**config.mk**
```make
export PLATFORM = sky130hd
export DESIGN_NAME = hns_div
export DESIGN_NICKNAME = d
export VERILOG_FILES = /design/src/hns_pkg.sv /design/src/hns_div.sv
export SDC_FILE = /design/constraint.sdc
export NUM_CORES = 2
export LEC_CHECK = 0
export BUFFER_PORTS_ARGS = -buffer_cell sky130_fd_sc_hd__buf_2
export CORE_AREA = 2 2 455 457
export DETAILED_ROUTE_END_ITERATION = 7
export DIE_AREA = 0 0 457 459
export GPL_TIMING_DRIVEN = 0
export PLACE_DENSITY = 0.59
export SLEW_MARGIN = 40
export SYNTH_ARGS = -nofsm -noshare
export SYNTH_HDL_FRONTEND = slang
export SYNTH_SLANG_ARGS = --single-unit
```
**constraint.sdc**
```tcl
create_clock -name clock -period 4.38 [get_ports clock]
set_clock_uncertainty 0.15 [all_clocks]
set_input_delay 0.219 -clock clock [delete_from_list [all_inputs] [get_ports clock]]
set_output_delay 0.219 -clock clock [all_outputs]
set_load 0.05 [all_outputs]
```
**src/hns_pkg.sv**
```systemverilog
// ---------------------------------------------------------------------------
// Height normal shader package
// Widths, register codes and the item carried through the root and divide
// pipelines of the height normal shader.
// ---------------------------------------------------------------------------
`default_nettype none

package hns_pkg;

   localparam int PIX_W     = 8;
   localparam int COORD_W   = 40;
   localparam int HDIFF_W   = 33;
   localparam int CPROD_W   = 62;
   localparam int RAW_W     = 64;
   localparam int DET_W     = 108;
   localparam int MAG_W     = 107;
   localparam int NORM_BITS = 30;
   localparam int GRP_W     = 16;
   localparam int GROUPS    = 7;
   localparam int SCAN_W    = GROUPS * GRP_W;
   localparam int LEN_W     = 5;
   localparam int SHIFT_W   = 7;
   localparam int WIDE_W    = MAG_W + NORM_BITS;
   localparam int COARSE_W  = NORM_BITS + GRP_W - 1;
   localparam int SQ_W      = 2 * NORM_BITS;
   localparam int SUM_W     = SQ_W + 2;
   localparam int ISQ_W     = 64;
   localparam int ISQ_STEPS = 32;
   localparam int ROOT_W    = 31;
   localparam int QUO_W     = 16;
   localparam int REM_W     = NORM_BITS + QUO_W;
   localparam int T_W       = 16;
   localparam int BLEND_W   = 25;

   localparam logic [T_W-1:0] T_HALF = 16'h8000;
   localparam logic [T_W-1:0] T_MAX  = 16'hFFFF;

   typedef enum logic [2:0] {
      CSR_ORIGIN_X   = 3'd0,
      CSR_ORIGIN_Y   = 3'd1,
      CSR_STEP_X     = 3'd2,
      CSR_STEP_Y     = 3'd3,
      CSR_COMP_SEL   = 3'd4,
      CSR_LOW_COLOR  = 3'd5,
      CSR_HIGH_COLOR = 3'd6
   } csr_index_type;

   localparam logic signed [31:0] ORIGIN_RESET = -32'sd655360;
   localparam logic [30:0] STEP_RESET       = 31'd6554;
   localparam logic [1:0]  COMP_SEL_RESET   = 2'd0;
   localparam logic [31:0] LOW_COLOR_RESET  = 32'hFF000000;
   localparam logic [31:0] HIGH_COLOR_RESET = 32'hFFFFFFFF;

   typedef struct packed {
      logic [PIX_W-1:0]     x;
      logic [PIX_W-1:0]     y;
      logic [NORM_BITS-1:0] mag;
      logic                 neg;
      logic                 zero;
   } side_type;

endpackage

`default_nettype wire

```
**src/hns_div.sv**
```systemverilog
// ---------------------------------------------------------------------------
// Pipelined normal component divider
// Divides the selected magnitude, scaled to Q1.15, by the norm, one quotient
// bit per register stage, carrying the pixel side data alongside.
// ---------------------------------------------------------------------------
`default_nettype none

module hns_div
   import hns_pkg::*;
(
   input  logic              clock,
   input  logic              reset,
   input  logic              adv,
   input  logic              in_valid,
   input  logic [ROOT_W-1:0] in_root,
   input  side_type          in_side,
   output logic              out_valid,
   output logic [QUO_W-1:0]  out_quo,
   output side_type          out_side
);

   logic              vld_ff  [QUO_W+1];
   logic [REM_W-1:0]  rem_ff  [QUO_W+1];
   logic [ROOT_W-1:0] div_ff  [QUO_W+1];
   logic [QUO_W-1:0]  quo_ff  [QUO_W+1];
   side_type          side_ff [QUO_W+1];

   always_ff @(posedge clock) begin
      if (reset) begin
         vld_ff[0] <= 1'b0;
      end else if (adv) begin
         vld_ff[0] <= in_valid;
      end
   end

   always_ff @(posedge clock) begin
      if (adv) begin
         rem_ff[0]  <= REM_W'({in_side.mag, 15'b0});
         div_ff[0]  <= in_root;
         quo_ff[0]  <= '0;
         side_ff[0] <= in_side;
      end
   end

   for (genvar j = 0; j < QUO_W; j++) begin : g_step
      logic [REM_W-1:0] dsh_in;
      assign dsh_in = REM_W'(div_ff[j]) << (QUO_W - 1 - j);

      always_ff @(posedge clock) begin
         if (reset) begin
            vld_ff[j+1] <= 1'b0;
         end else if (adv) begin
            vld_ff[j+1] <= vld_ff[j];
         end
      end

      always_ff @(posedge clock) begin
         if (adv) begin
            side_ff[j+1] <= side_ff[j];
            div_ff[j+1]  <= div_ff[j];
            if (rem_ff[j] >= dsh_in) begin
               rem_ff[j+1] <= rem_ff[j] - dsh_in;
               quo_ff[j+1] <= quo_ff[j] | (QUO_W'(1) << (QUO_W - 1 - j));
            end else begin
               rem_ff[j+1] <= rem_ff[j];
               quo_ff[j+1] <= quo_ff[j];
            end
         end
      end
   end

   assign out_valid = vld_ff[QUO_W];
   assign out_quo   = quo_ff[QUO_W];
   assign out_side  = side_ff[QUO_W];

endmodule

`default_nettype wire

```
==> impl_metrics.py <==
metrics = {
    "floorplanning": {
        "initial_core_util_pct": 46.69,
        "die_w_um": 457,
        "io_pins": 148,
        "die_area_um2": 209800,
        "core-area_um2": 205600,
        "std_cell_rows": 167,
        "die_h_um": 459,
    },
    "drt": {
        "num_vias": 59000,
        "first_pass_iters": 5,
        "drt-initial-drc-count": 4274,
        "drc_errors": 0,
        "drt-total-wl_um": 224700,
        "ant_nets": 0,
        "wl_per_cell_um": 20.35,
        "viasPerCell": 5.343,
    },
    "power_and_ir_drop": {
        "swShare_pct": 33.13,
        "clockPowerShare_pct": 26.5,
        "leakage_nw": 42.36,
        "ir_drop_v": 0.0005181,
        "p_switching_mw": 22.71,
        "power_frac_seq_pct": 41.0,
        "power.density_nw_per_um2": 621.2,
        "p_int_mw": 45.84,
        "p_comb_share_pct": 32.5,
    },
    "place": {
        "dpl_worst_slack_ns": -1.870,
        "dp_cells": 10470,
        "hpwl_um": 168800,
        "finalWeightedCongestion": 0.9958,
        "port_buffers": 147,
    },
    "layout": {
        "nFillCells": 17280,
        "fin_cells": 11040,
        "drive_above_1_share_pct": 9.846,
        "post-route-util_pct": 53.66,
        "layout_commonest_cell": "edfxtp_1",
        "nets": 8751,
        "mostFrequentLayoutCells": "edfxtp_1, inv_1, nand2_1",
        "syn_to_final_growth_pct": 14.93,
    },
    "hold_path": {
        "min_path_type": "reg -> reg",
        "whs_path_depth": 0,
        "hp-start": "side_ff[0][533]",
        "holdPathEnd": "side_ff[0][581]",
    },
    "clocking": {
        "cts_tree": "built",
        "clkTransAtPathRegs_ns": 0.06,
        "root_buffer": "clkbuf_16",
        "clk_latency_ns": 0.85,
        "h-tree-depth": 4,
        "clkSinkCount": 2035,
        "clockBufferDepth": 3,
        "numCtsBuffers": 210,
    },
    "sta": {
        "tightest_slew_ns": 0.8521,
        "maxSlewViolCount": 0,
        "fmax_mhz": 234.5,
        "finalHoldViolations": 0,
        "setup_tns_ns": 0,
        "fin_ws_ns": 0.1160,
        "finalCritPeriodShare_pct": 97.35,
        "fin_crit_ns": 4.264,
        "setup_viol": 0,
        "hold_ws_ns": 0.2519,
        "maxSlewHeadroom_pct": 42.60,
        "grt_setup_unrepaired": "no",
    },
    "setup_path": {
        "worstRegToRegCells": 10,
        "r2r-end": "rem_ff[10][35]",
        "reg2reg_setup_slack_ns": 0.12,
        "path_cells": "ha_1, a21oi_1, o21ai_0, a311oi_2, a21boi_0, o31ai_1, a31o_2, a211oi_1, nor2_2, o21ai_0",
        "crit_top_cell": "o21ai_0",
        "critPathBufInv": 0,
        "cp-end-kind": "register",
        "cp.required_ns": 4.77,
        "r2r_start": "rem_ff[9][13]",
        "path_max_fanout": 9,
        "worst_path_max_delay_cell": "nor2_2",
        "slowest_delay_ns": 0.65,
        "critical_path.top_delay_family": "compound AO/OA/AOI/OAI gates",
        "cp-start-kind": "register",
        "critPathArrivalTime_ns": 4.65,
        "critical_path_class": "reg -> reg",
    },
    "grt": {
        "grt_max_degree": 104,
        "use_met1_pct": 23.92,
        "grt_use_met2_pct": 39.23,
        "grt_pass1_wl_um": 343500,
        "grt.busiest_layer": "met2",
        "grt_pass1_vias": 60220,
        "antenna_found_initial": 6,
        "grtUsageMet3_pct": 3.105,
        "grt_usage_pct": 21.23,
        "overflow": 0,
    },
    "yosys": {
        "synth_nets": 8179,
        "syn_area_um2": 96000,
        "yosys_warnings": 0,
        "synth_flop_cell": "edfxtp_1",
        "syn_inst": 7587,
        "yosysSeqAreaShare_pct": 63.65,
        "synth_enable_flop_cells": 2035,
        "ys_ff_latch": 2035,
        "avgSynthCellArea_um2": 12.65,
        "synth.distinct_cells": 97,
        "async_reset_ff_share_pct": 0,
    },
    "run_status": {
        "status": "finished clean",
    },
    "flow_run": {
        "max-cap-violations": 0,
    },
}
==> registers in the layout, indices dropped and copies added (netlist names) <==
name / cells
div_ff: 496
quo_ff: 136
rem_ff: 570
side_ff: 816
vld_ff: 17
==> layout make-up <==
type                    instances  area [um^2]  share of cell area, %
diodes                          1        2.502               0.002268
inverters                     653         2456                  2.226
well taps                    2704         3383                  3.066
clock buffers                 244         5446                  4.936
flip-flops and latches       2035        61110                  55.38
clock inverters               147         1659                  1.504
multi-input cells            4665        31680                  28.71
plain buffers                 232         1204                  1.091
repair buffers                362         3401                  3.082
==> power by group through the flow <==
stage	registers (mW)	clock network [mW]	logic, mW
floorplan	27.5	0	16.4
global placement	29.0	0	21.4
detailed placement	28.5	0	21.7
CTS	28.1	18.7	22.0
global route	28.4	19.4	24.8
finish	28.1	18.2	22.3
==> per-stage QoR <==
stage / area [um^2] / power (mW)
5_1_grt: 110300 / 72.66
4_1_cts: 110100 / 68.83
3_5_place_dp: 100900 / 50.18
2_1_floorplan: 96000 / 43.91
6_report: 110300 / 68.55
3_3_place_gp: 100100 / 50.46
==> cell families after synthesis <==
family          synth area share [%]
xor+xnor                       4.397
flops                          63.65
compound gates                 11.74
fa+ha+maj                      6.751
buf+inv                        3.674
simple gates                   8.731
mux                            1.060
==> worst max-delay path by stage <==
stage,cells after the start,endpoint,slack (ns),start
finish,10,rem_ff[10][35],0.12,rem_ff[9][13]
global route,11,rem_ff[10][27],0.001,rem_ff[9][13]
CTS,13,rem_ff[6][14],0.004,rem_ff[5][11]
detailed placement,14,rem_ff[4][39],-1.87,adv
global placement,6,rem_ff[11][18],-31.99,adv
floorplan,11,rem_ff[12][45],0.83,div_ff[0][341]
==> cell usage after synthesis, types with 97 or more instances <==
cell	count	share of area, %
edfxtp_1	2035	64
o21ai_0	500	2.6
nand2b_1	97	0.63
nand2_1	587	2.3
inv_1	651	2.5
a21oi_1	575	3.0
xor2_1	210	1.9
nor2_1	427	1.7
a21o_1	238	1.9
nand3_1	132	0.69
ha_1	494	6.4
clkbuf_1	166	0.65
xnor2_1	272	2.5
==> routing by layer <==
| metal | routed length [um] | share of wire (%) |
|---|---|---|
| met4 | 11510 | 5.1 |
| met1 | 88820 | 40 |
| met3 | 7496 | 3.3 |
| met2 | 116900 | 52 |
| met5 | 13 | 0.0058 |
==> what timing repair did <==
item                                    CTS  global route
resized for setup                        46            62
gates cloned                              3             1
setup buffers                             6             5
endpoints found under the setup margin  688           335
endpoints found under the hold margin   289             0
pin swaps                                 3             4
hold buffers                            171             0
No activity file was read; power rests on OpenSTA's default activity.
